--- config.mk ---
export PLATFORM = sky130hd
export DESIGN_NAME = expression_lexer_stream
export DESIGN_NICKNAME = d
export VERILOG_FILES = /design/src/rtl/exls_pkg.sv /design/src/rtl/expression_lexer_stream.sv /design/src/rtl/exls_scan.sv /design/src/rtl/exls_outq.sv
export SDC_FILE = /design/constraint.sdc
export NUM_CORES = 1
export LEC_CHECK = 0
export CAP_MARGIN = 10
export CORE_ASPECT_RATIO = 0.75
export CORE_MARGIN = 5
export CORE_UTILIZATION = 50
export CTS_CLUSTER_SIZE = 20
export DETAILED_ROUTE_END_ITERATION = 16
export DONT_BUFFER_PORTS = 1
export PLACE_DENSITY_LB_ADDON = 0.1
export SKIP_CTS_REPAIR_TIMING = 1
export SYNTH_ARGS = -nofsm -noshare
export SYNTH_HDL_FRONTEND = slang
export SYNTH_SLANG_ARGS = --single-unit
--- constraint.sdc ---
create_clock -name clk_i -period 5.4 [get_ports clk_i]
set_input_delay 1.08 -clock clk_i [delete_from_list [all_inputs] [get_ports clk_i]]
set_output_delay 1.08 -clock clk_i [all_outputs]
set_load 0.01 [all_outputs]
--- src/rtl/exls_pkg.sv ---
// ----------------------------------------------------------------------------
// exls_pkg
// Shared types and widths for the expression lexer stream block.
// ----------------------------------------------------------------------------
package exls_pkg;

  // position and length widths
  localparam int unsigned POS_BITS = 16;
  localparam int unsigned LEN_BITS = 8;

  // token kinds as seen on the result channel
  typedef enum logic [3:0] {
    KIND_NUMBER = 4'd0,
    KIND_IDENT  = 4'd1,
    KIND_ASSIGN = 4'd2,
    KIND_SEMI   = 4'd3,
    KIND_PLUS   = 4'd4,
    KIND_MINUS  = 4'd5,
    KIND_MUL    = 4'd6,
    KIND_DIV    = 4'd7,
    KIND_LPAREN = 4'd8,
    KIND_RPAREN = 4'd9,
    KIND_END    = 4'd10,
    KIND_ERROR  = 4'd11
  } tok_kind_e;

  // one result token
  typedef struct packed {
    tok_kind_e             kind;
    logic [POS_BITS-1:0]   line;
    logic [POS_BITS-1:0]   column;
    logic [LEN_BITS-1:0]   len;
    logic                  last;
  } token_t;

  // up to two tokens produced by one transfer, first one in slot first
  typedef struct packed {
    logic [1:0] count;
    token_t     first;
    token_t     second;
  } scan_out_t;

endpackage

--- src/rtl/expression_lexer_stream.sv ---
// ----------------------------------------------------------------------------
// expression_lexer_stream
// Streaming lexer for a small arithmetic-expression language: one byte or
// end-of-text marker per input transfer, tokens with position and length
// out.
//
//   channel | direction | handshake              | payload
//   --------+-----------+------------------------+----------------------------
//   in      | input     | in_valid_i/in_ready_o  | char_in_i, end_of_text_i
//   out     | output    | out_valid_o/out_ready_i| token_kind_o, start_line_o,
//           |           |                        | start_column_o,
//           |           |                        | token_length_o, last_of_run_o
//
// A byte is classified and the scan state updated in the cycle of its
// transfer; its first token appears on the output in the next cycle.
// One input per cycle while each transfer yields at most one token and the
// output accepts; a transfer that yields two tokens blocks input until
// the second token leaves the spare slot of the result queue.
// Reset returns position to line 1, column 1 and empties the queue.
// Output stalls propagate to in_ready_o through the two-slot queue.
// ----------------------------------------------------------------------------
module expression_lexer_stream (
  input  logic                          clk_i,
  input  logic                          rst_ni,
  input  logic                          in_valid_i,
  output logic                          in_ready_o,
  input  logic [7:0]                    char_in_i,
  input  logic                          end_of_text_i,
  output logic                          out_valid_o,
  input  logic                          out_ready_i,
  output logic [3:0]                    token_kind_o,
  output logic [exls_pkg::POS_BITS-1:0] start_line_o,
  output logic [exls_pkg::POS_BITS-1:0] start_column_o,
  output logic [exls_pkg::LEN_BITS-1:0] token_length_o,
  output logic                          last_of_run_o
);
  import exls_pkg::*;

  logic      fire;
  logic      room;
  scan_out_t scan;
  token_t    head;

  assign in_ready_o = room;
  assign fire       = in_valid_i && room;

  // lexer state and classification
  exls_scan u_scan (
    .clk_i         (clk_i),
    .rst_ni        (rst_ni),
    .fire_i        (fire),
    .char_in_i     (char_in_i),
    .end_of_text_i (end_of_text_i),
    .scan_o        (scan)
  );

  // result queue
  exls_outq u_outq (
    .clk_i       (clk_i),
    .rst_ni      (rst_ni),
    .push_i      (fire),
    .scan_i      (scan),
    .room_o      (room),
    .out_valid_o (out_valid_o),
    .out_ready_i (out_ready_i),
    .head_o      (head)
  );

  assign token_kind_o   = head.kind;
  assign start_line_o   = head.line;
  assign start_column_o = head.column;
  assign token_length_o = head.len;
  assign last_of_run_o  = head.last;

  // end of text always yields a token on the next cycle
  assert property (@(posedge clk_i) disable iff (!rst_ni)
    fire && end_of_text_i |=> out_valid_o)
    else $error("end of text transfer produced no token");

  // a non-final token is always followed by the final token of its run
  assert property (@(posedge clk_i) disable iff (!rst_ni)
    out_valid_o && out_ready_i && !last_of_run_o |=> out_valid_o && last_of_run_o)
    else $error("second token of a run missing");

  // a two-token transfer pairs a number or identifier with a final end, error or operator token
  assert property (@(posedge clk_i) disable iff (!rst_ni)
    fire && (scan.count == 2'd2) |->
      (scan.first.kind == KIND_NUMBER || scan.first.kind == KIND_IDENT) &&
      scan.second.last && !scan.first.last)
    else $error("malformed two-token run");

endmodule

--- src/rtl/exls_scan.sv ---
// ----------------------------------------------------------------------------
// exls_scan
// Lexer state and byte classification. Updates the scan state on each
// accepted transfer and reports the zero, one or two tokens it causes.
// ----------------------------------------------------------------------------
module exls_scan (
  input  logic                clk_i,
  input  logic                rst_ni,
  input  logic                fire_i,
  input  logic [7:0]          char_in_i,
  input  logic                end_of_text_i,
  output exls_pkg::scan_out_t scan_o
);
  import exls_pkg::*;

  typedef enum logic [1:0] {
    MODE_IDLE,
    MODE_NUM,
    MODE_IDENT,
    MODE_ERR
  } mode_e;

  localparam logic [7:0] CH_TAB    = 8'h09;
  localparam logic [7:0] CH_LF     = 8'h0A;
  localparam logic [7:0] CH_VT     = 8'h0B;
  localparam logic [7:0] CH_FF     = 8'h0C;
  localparam logic [7:0] CH_CR     = 8'h0D;
  localparam logic [7:0] CH_SPACE  = 8'h20;
  localparam logic [7:0] CH_LPAREN = 8'h28;
  localparam logic [7:0] CH_RPAREN = 8'h29;
  localparam logic [7:0] CH_STAR   = 8'h2A;
  localparam logic [7:0] CH_PLUS   = 8'h2B;
  localparam logic [7:0] CH_MINUS  = 8'h2D;
  localparam logic [7:0] CH_SLASH  = 8'h2F;
  localparam logic [7:0] CH_ZERO   = 8'h30;
  localparam logic [7:0] CH_NINE   = 8'h39;
  localparam logic [7:0] CH_SEMI   = 8'h3B;
  localparam logic [7:0] CH_EQUAL  = 8'h3D;
  localparam logic [7:0] CH_UPPER_A = 8'h41;
  localparam logic [7:0] CH_UPPER_Z = 8'h5A;
  localparam logic [7:0] CH_UNDER  = 8'h5F;
  localparam logic [7:0] CH_LOWER_A = 8'h61;
  localparam logic [7:0] CH_LOWER_Z = 8'h7A;

  localparam logic [POS_BITS-1:0] POS_ONE = POS_BITS'(1);
  localparam logic [POS_BITS-1:0] POS_MAX = '1;
  localparam logic [LEN_BITS-1:0] LEN_ONE = LEN_BITS'(1);
  localparam logic [LEN_BITS-1:0] LEN_MAX = '1;

  function automatic logic is_ws(input logic [7:0] c);
    return (c == CH_SPACE) || (c == CH_TAB) || (c == CH_LF) ||
           (c == CH_CR) || (c == CH_FF) || (c == CH_VT);
  endfunction

  function automatic logic is_num_char(input logic [7:0] c);
    return (c >= CH_ZERO) && (c <= CH_NINE);
  endfunction

  function automatic logic is_letter(input logic [7:0] c);
    return ((c >= CH_UPPER_A) && (c <= CH_UPPER_Z)) ||
           ((c >= CH_LOWER_A) && (c <= CH_LOWER_Z)) || (c == CH_UNDER);
  endfunction

  // operator kind, error for anything that is not an operator
  function automatic tok_kind_e op_kind(input logic [7:0] c);
    tok_kind_e k;
    unique case (c)
      CH_EQUAL:  k = KIND_ASSIGN;
      CH_SEMI:   k = KIND_SEMI;
      CH_PLUS:   k = KIND_PLUS;
      CH_MINUS:  k = KIND_MINUS;
      CH_STAR:   k = KIND_MUL;
      CH_SLASH:  k = KIND_DIV;
      CH_LPAREN: k = KIND_LPAREN;
      CH_RPAREN: k = KIND_RPAREN;
      default:   k = KIND_ERROR;
    endcase
    return k;
  endfunction

  mode_e               mode_q, mode_d;
  logic [POS_BITS-1:0] cur_line_q, cur_line_d;
  logic [POS_BITS-1:0] cur_col_q, cur_col_d;
  logic [POS_BITS-1:0] tok_line_q, tok_line_d;
  logic [POS_BITS-1:0] tok_col_q, tok_col_d;
  logic [LEN_BITS-1:0] tok_len_q, tok_len_d;

  logic                in_tok;
  logic                cont;
  logic                emit_pend;
  logic                emit_byte;
  tok_kind_e           byte_kind;
  token_t              pend_tok;
  token_t              byte_tok;
  logic [POS_BITS-1:0] moved_line;
  logic [POS_BITS-1:0] moved_col;

  // position after consuming the current byte, saturating
  always_comb begin
    moved_line = cur_line_q;
    moved_col  = cur_col_q;
    if (char_in_i == CH_LF) begin
      if (cur_line_q != POS_MAX) moved_line = cur_line_q + POS_ONE;
      moved_col = POS_ONE;
    end else if (cur_col_q != POS_MAX) begin
      moved_col = cur_col_q + POS_ONE;
    end
  end

  assign in_tok = (mode_q == MODE_NUM) || (mode_q == MODE_IDENT);
  assign cont   = ((mode_q == MODE_NUM) && is_num_char(char_in_i)) ||
                  ((mode_q == MODE_IDENT) &&
                   (is_num_char(char_in_i) || is_letter(char_in_i)));
  assign byte_kind = op_kind(char_in_i);

  // next state and token selection
  always_comb begin
    mode_d     = mode_q;
    cur_line_d = cur_line_q;
    cur_col_d  = cur_col_q;
    tok_line_d = tok_line_q;
    tok_col_d  = tok_col_q;
    tok_len_d  = tok_len_q;
    emit_pend  = 1'b0;
    emit_byte  = 1'b0;

    pend_tok.kind   = (mode_q == MODE_NUM) ? KIND_NUMBER : KIND_IDENT;
    pend_tok.line   = tok_line_q;
    pend_tok.column = tok_col_q;
    pend_tok.len    = tok_len_q;
    pend_tok.last   = 1'b0;

    byte_tok.kind   = byte_kind;
    byte_tok.line   = cur_line_q;
    byte_tok.column = cur_col_q;
    byte_tok.len    = LEN_ONE;
    byte_tok.last   = 1'b1;

    if (fire_i) begin
      if (end_of_text_i) begin
        // flush, report end, return to reset values
        emit_pend     = in_tok;
        emit_byte     = 1'b1;
        byte_tok.kind = KIND_END;
        byte_tok.len  = '0;
        mode_d        = MODE_IDLE;
        cur_line_d    = POS_ONE;
        cur_col_d     = POS_ONE;
        tok_line_d    = '0;
        tok_col_d     = '0;
        tok_len_d     = '0;
      end else if (mode_q != MODE_ERR) begin
        if (in_tok && cont) begin
          // token grows
          if (tok_len_q != LEN_MAX) tok_len_d = tok_len_q + LEN_ONE;
          cur_line_d = moved_line;
          cur_col_d  = moved_col;
        end else begin
          emit_pend = in_tok;
          mode_d    = MODE_IDLE;
          priority if (is_ws(char_in_i)) begin
            cur_line_d = moved_line;
            cur_col_d  = moved_col;
          end else if (is_num_char(char_in_i) || is_letter(char_in_i)) begin
            mode_d     = is_num_char(char_in_i) ? MODE_NUM : MODE_IDENT;
            tok_line_d = cur_line_q;
            tok_col_d  = cur_col_q;
            tok_len_d  = LEN_ONE;
            cur_line_d = moved_line;
            cur_col_d  = moved_col;
          end else if (byte_kind != KIND_ERROR) begin
            emit_byte  = 1'b1;
            cur_line_d = moved_line;
            cur_col_d  = moved_col;
          end else begin
            // invalid byte, hold until end of text
            emit_byte = 1'b1;
            mode_d    = MODE_ERR;
          end
        end
      end
    end
  end

  // pack tokens, first one in slot first, last flag on the final one
  always_comb begin
    scan_o = '0;
    if (emit_pend && emit_byte) begin
      scan_o.count  = 2'd2;
      scan_o.first  = pend_tok;
      scan_o.second = byte_tok;
    end else if (emit_pend) begin
      scan_o.count      = 2'd1;
      scan_o.first      = pend_tok;
      scan_o.first.last = 1'b1;
    end else if (emit_byte) begin
      scan_o.count = 2'd1;
      scan_o.first = byte_tok;
    end
  end

  // scan state
  always_ff @(posedge clk_i or negedge rst_ni) begin
    if (!rst_ni) begin
      mode_q     <= MODE_IDLE;
      cur_line_q <= POS_ONE;
      cur_col_q  <= POS_ONE;
      tok_line_q <= '0;
      tok_col_q  <= '0;
      tok_len_q  <= '0;
    end else begin
      mode_q     <= mode_d;
      cur_line_q <= cur_line_d;
      cur_col_q  <= cur_col_d;
      tok_line_q <= tok_line_d;
      tok_col_q  <= tok_col_d;
      tok_len_q  <= tok_len_d;
    end
  end

endmodule

--- src/rtl/exls_outq.sv ---
// ----------------------------------------------------------------------------
// exls_outq
// Two-slot result queue: a head register that drives the output channel
// and a second slot for the other token of a two-token transfer.
// ----------------------------------------------------------------------------
module exls_outq (
  input  logic                clk_i,
  input  logic                rst_ni,
  input  logic                push_i,
  input  exls_pkg::scan_out_t scan_i,
  output logic                room_o,
  output logic                out_valid_o,
  input  logic                out_ready_i,
  output exls_pkg::token_t    head_o
);
  import exls_pkg::*;

  logic   head_vld_q;
  logic   spare_vld_q;
  token_t head_q;
  token_t spare_q;
  logic   pop;

  assign pop         = head_vld_q && out_ready_i;
  assign room_o      = !spare_vld_q && (!head_vld_q || pop);
  assign out_valid_o = head_vld_q;
  assign head_o      = head_q;

  // valid flags, a push only happens while the spare slot is empty
  always_ff @(posedge clk_i or negedge rst_ni) begin
    if (!rst_ni) begin
      head_vld_q  <= 1'b0;
      spare_vld_q <= 1'b0;
    end else begin
      if (push_i && (scan_i.count != 2'd0)) begin
        head_vld_q  <= 1'b1;
        spare_vld_q <= (scan_i.count == 2'd2);
      end else if (pop) begin
        head_vld_q  <= spare_vld_q;
        spare_vld_q <= 1'b0;
      end
    end
  end

  // payload slots
  always_ff @(posedge clk_i) begin
    if (push_i && (scan_i.count != 2'd0)) begin
      head_q <= scan_i.first;
      if (scan_i.count == 2'd2) spare_q <= scan_i.second;
    end else if (pop && spare_vld_q) begin
      head_q <= spare_q;
    end
  end

endmodule
==> key figures <==
Logic synthesis
  • Main synth FF type: edfxtp_1
  • Mapped Cells: 701
  • Avg Synthesized Cell Area: 11.0 µm²
  • Post-synth top area share: 32.3%
  • EDFF count, synth: 83
  • Synth area leaders: edfxtp_1, dfrtp_1, and2_1
  • Post-synthesis instance area: 7720 µm²
  • Seq/Total Area, Yosys: 57.0%
  • Synth cell types: 61
  • Synthesis-stage register bit count: 159
  • Yosys warns: 0
  • Async S/R FF share, synth: 47.8%
  • Area leader, netlist: edfxtp_1
  • Synthesized net count: 722

Timing
  • Slew margin rel.: 48.5%
  • Fmax: 257 MHz
  • Setup TNS: 0 ns
  • Min Tclk post-route: 3.89 ns
  • RSZ-0062 raised after global routing: false
  • Ratio of final minimum period to clock period: 72.1%
  • Clock Skew: 0.0100 ns
  • Final Max Tran Viols: 0
  • Final setup fails: 0
  • Final Hold Vio Count: 0
  • Least-Margin Pin Slew: 0.772 ns

Worst setup path
  • Setup crit start: in_valid_i
  • Max incr delay on CP: 0.58 ns
  • Worst r2r src: u_outq.out_valid_o
  • Slowest CP cell: or3_1
  • Buffers & Inverters on Critical Path: 3
  • R2R cell count: 11
  • Family with the most delay on the worst path: simple AND/OR/NAND/NOR gates
  • Setup Crit Path Kind: in -> reg
  • Crit path max fanout: 34
  • RR Endpoint: u_outq.head_o[9]
  • Critical Path RT: 5.69 ns
  • Endpoint of the worst setup timing path: u_outq.head_o[9]
  • Critical Path End Type: flop
  • R2R Setup Slk: 1.58 ns
  • WP data arrival: 4.18 ns
  • Cell Chain, Critical Path: nand2b_1 -> or3_1 -> nor3_2 -> a21o_1 -> inv_2 -> ha_1 -> or3_1 -> buf_4 -> nor4_4 -> buf_4 -> a221o_1
  • Startpoint types: input port
  • CP Depth: 11

Clock tree
  • CTS clk-pin slew, worst paths: 0.06 ns
  • H-tree depth: 4
  • Clk root buf: clkbuf_16
  • Num CTS Buffers: 17
  • CTS tree: done
  • Worst skew pair latency: 0.43 ns
  • Clock Tree Buf Depth: 2
  • Clock tree sinks: 159

Place
  • Count of input and output buffers: 0
  • Hpwl dp: 11400 µm
  • GP Congestion: 0.847

Floorplanning
  • Ports: 60
  • Initial Utilization: 50.9%
  • Die width: 153 µm
  • CORE AREA: 15200 µm²
  • # rows: 39
  • Vert. Die Dim: 118 µm
  • DIE AREA: 18100 µm²

GRT
  • First-pass GRT wire length: 29000 µm
  • Gr ovfl total: 0
  • Initial antenna violation count: 0
  • Largest net degree at the start of global routing: 77
  • Vias in the first global route: 5185
  • Gr usage total: 20.3%

Route
  • Vias post-DR: 5392
  • First-pass detailed-route iteration total: 7
  • WL/cell: 19.8 µm
  • Antenna viol nets, final: 0
  • WL final: 17800 µm
  • Starting DRT DRC Count: 464
  • Vias per inst: 6.00
  • Residual DRC: 0

Worst hold path
  • Hold/Removal Path Class: in -> async

Power and ir drop
  • Worst vdd ir: 0.000206 V
  • Cell leakage power: 3.39 nW
  • Sw Share: 30.1%
  • P_sw: 1.09 mW
  • Sequential power share: 45.7%
  • Pwr Density: 423 nW/µm²
  • Internal power: 2.52 mW
  • Logic pwr share: 17.8%
  • Clk network pwr share: 36.4%

Outcome
  • Status: complete, no violations

Cells and area
  • Layout net count: 702
  • Area Overhead vs Synth: 10.4%
  • ANT cells: 0
  • Final core occ: 56.2%
  • Fillers: 1273
  • Layout cell share with drive strength beyond 1: 9.80%

Flow run
  • Max-cap violations: 0
stage by stage:
stage          area [µm²]  hold WS, ns  power (mW)  std cells  setup WS, ns
4_1_cts              8530        0.327        3.63        899          1.55
3_3_place_gp         7880        0.449        2.30        867          1.25
5_1_grt              8530        0.327        3.76        899          1.36
2_1_floorplan        7720        0.439        2.11        701         0.675
3_5_place_dp         7880        0.457        2.32        867          1.13
6_report             8530        0.344        3.60        899          1.51
logic make-up after synthesis:
logic type,share of synthesized area (%)
buffers and inverters,3.53
DFF,57.0
xor gates and xnor gates,1.25
and+or+nand+nor,22.8
AOI/OAI and AO/OA,13.2
muxes,0.843
adders and majority gates,1.43
area by class of cell:
class | instances | area, µm² | share of cell area, %
clock buffer | 18 | 429 | 5.03
clock inverter | 14 | 214 | 2.51
inverter | 13 | 48.8 | 0.572
multi-input combinational | 476 | 3080 | 36.1
sequential | 159 | 4400 | 51.6
tap | 205 | 256 | 3.01
timing repair buffer | 14 | 105 | 1.23
metal layers:
metal | part of all wire (%) | global-route usage [%] | vias to the layer above
li1 | - | - | 2550
met1 | 48 | 29.9 | 2652
met4 | 1.9 | 6.67 | 0
met5 | 0 | 0 | -
met3 | 5.5 | 4.52 | 25
met2 | 44 | 29.9 | 165
power groups by stage:
stage	Sequential, mW	Combinational [mW]	Clock (mW)
3_3_place_gp	1.67	0.631	0
4_1_cts	1.65	0.644	1.33
3_5_place_dp	1.68	0.640	0
5_1_grt	1.67	0.713	1.38
2_1_floorplan	1.62	0.486	0
6_report	1.65	0.643	1.31
state kept, by name (all words and copies together) (netlist names):
| signal | flops |
|---|---|
| u_outq.spare_vld_q | 1 |
| u_outq.head_o | 45 |
| u_scan.tok_col_q | 16 |
| u_outq.spare_q | 38 |
| u_scan.mode_q | 2 |
| u_outq.out_valid_o | 1 |
| u_scan.tok_line_q | 16 |
| u_scan.tok_len_q | 8 |
| u_scan.cur_line_q | 16 |
| u_scan.cur_col_q | 16 |
cells in the mapped netlist (all sizes together) (9+ instances only):
cell,number
a21oi,16
nand4,37
nand2b,11
and3,11
nand3,21
nand2,80
o21ai,18
o31ai,30
dfrtp,74
and2,71
nor2,36
inv,11
nor2b,9
a221o,33
edfxtp,83
clkbuf,37
buf,16
nor3,15
worst min-delay path by stage:
stage | cells after the start | end | startpoint | slack (ns)
2_1_floorplan | 2 | u_scan.tok_col_q[0] | u_scan.tok_col_q[0] | 0.44
3_3_place_gp | 2 | u_scan.tok_col_q[5] | u_scan.tok_col_q[5] | 0.45
3_5_place_dp | 2 | u_scan.tok_line_q[10] | u_scan.tok_line_q[10] | 0.46
4_1_cts | 0 | u_outq.out_valid_o | rst_ni | 0.33
5_1_grt | 0 | u_outq.spare_vld_q | rst_ni | 0.33
6_report | 0 | u_outq.spare_vld_q | rst_ni | 0.34
cells in the final DEF (no fill, tap or decap), drive strengths merged, types with 5 or more instances in the layout:
cell,count
edfxtp,83
nand2,80
dfrtp,74
and2,71
nand4,37
nor2,36
a221o,33
o31ai,30
nand3,21
clkbuf,18
o21ai,18
a21oi,16
nor3,15
buf,14
inv,13
nand2b,11
and3,11
nor2b,9
xor2,8
ha,8
nor4,8
clkinv,7
or3,6
a31oi,5
bufinv,5
Power figures use the tool's default switching activity.
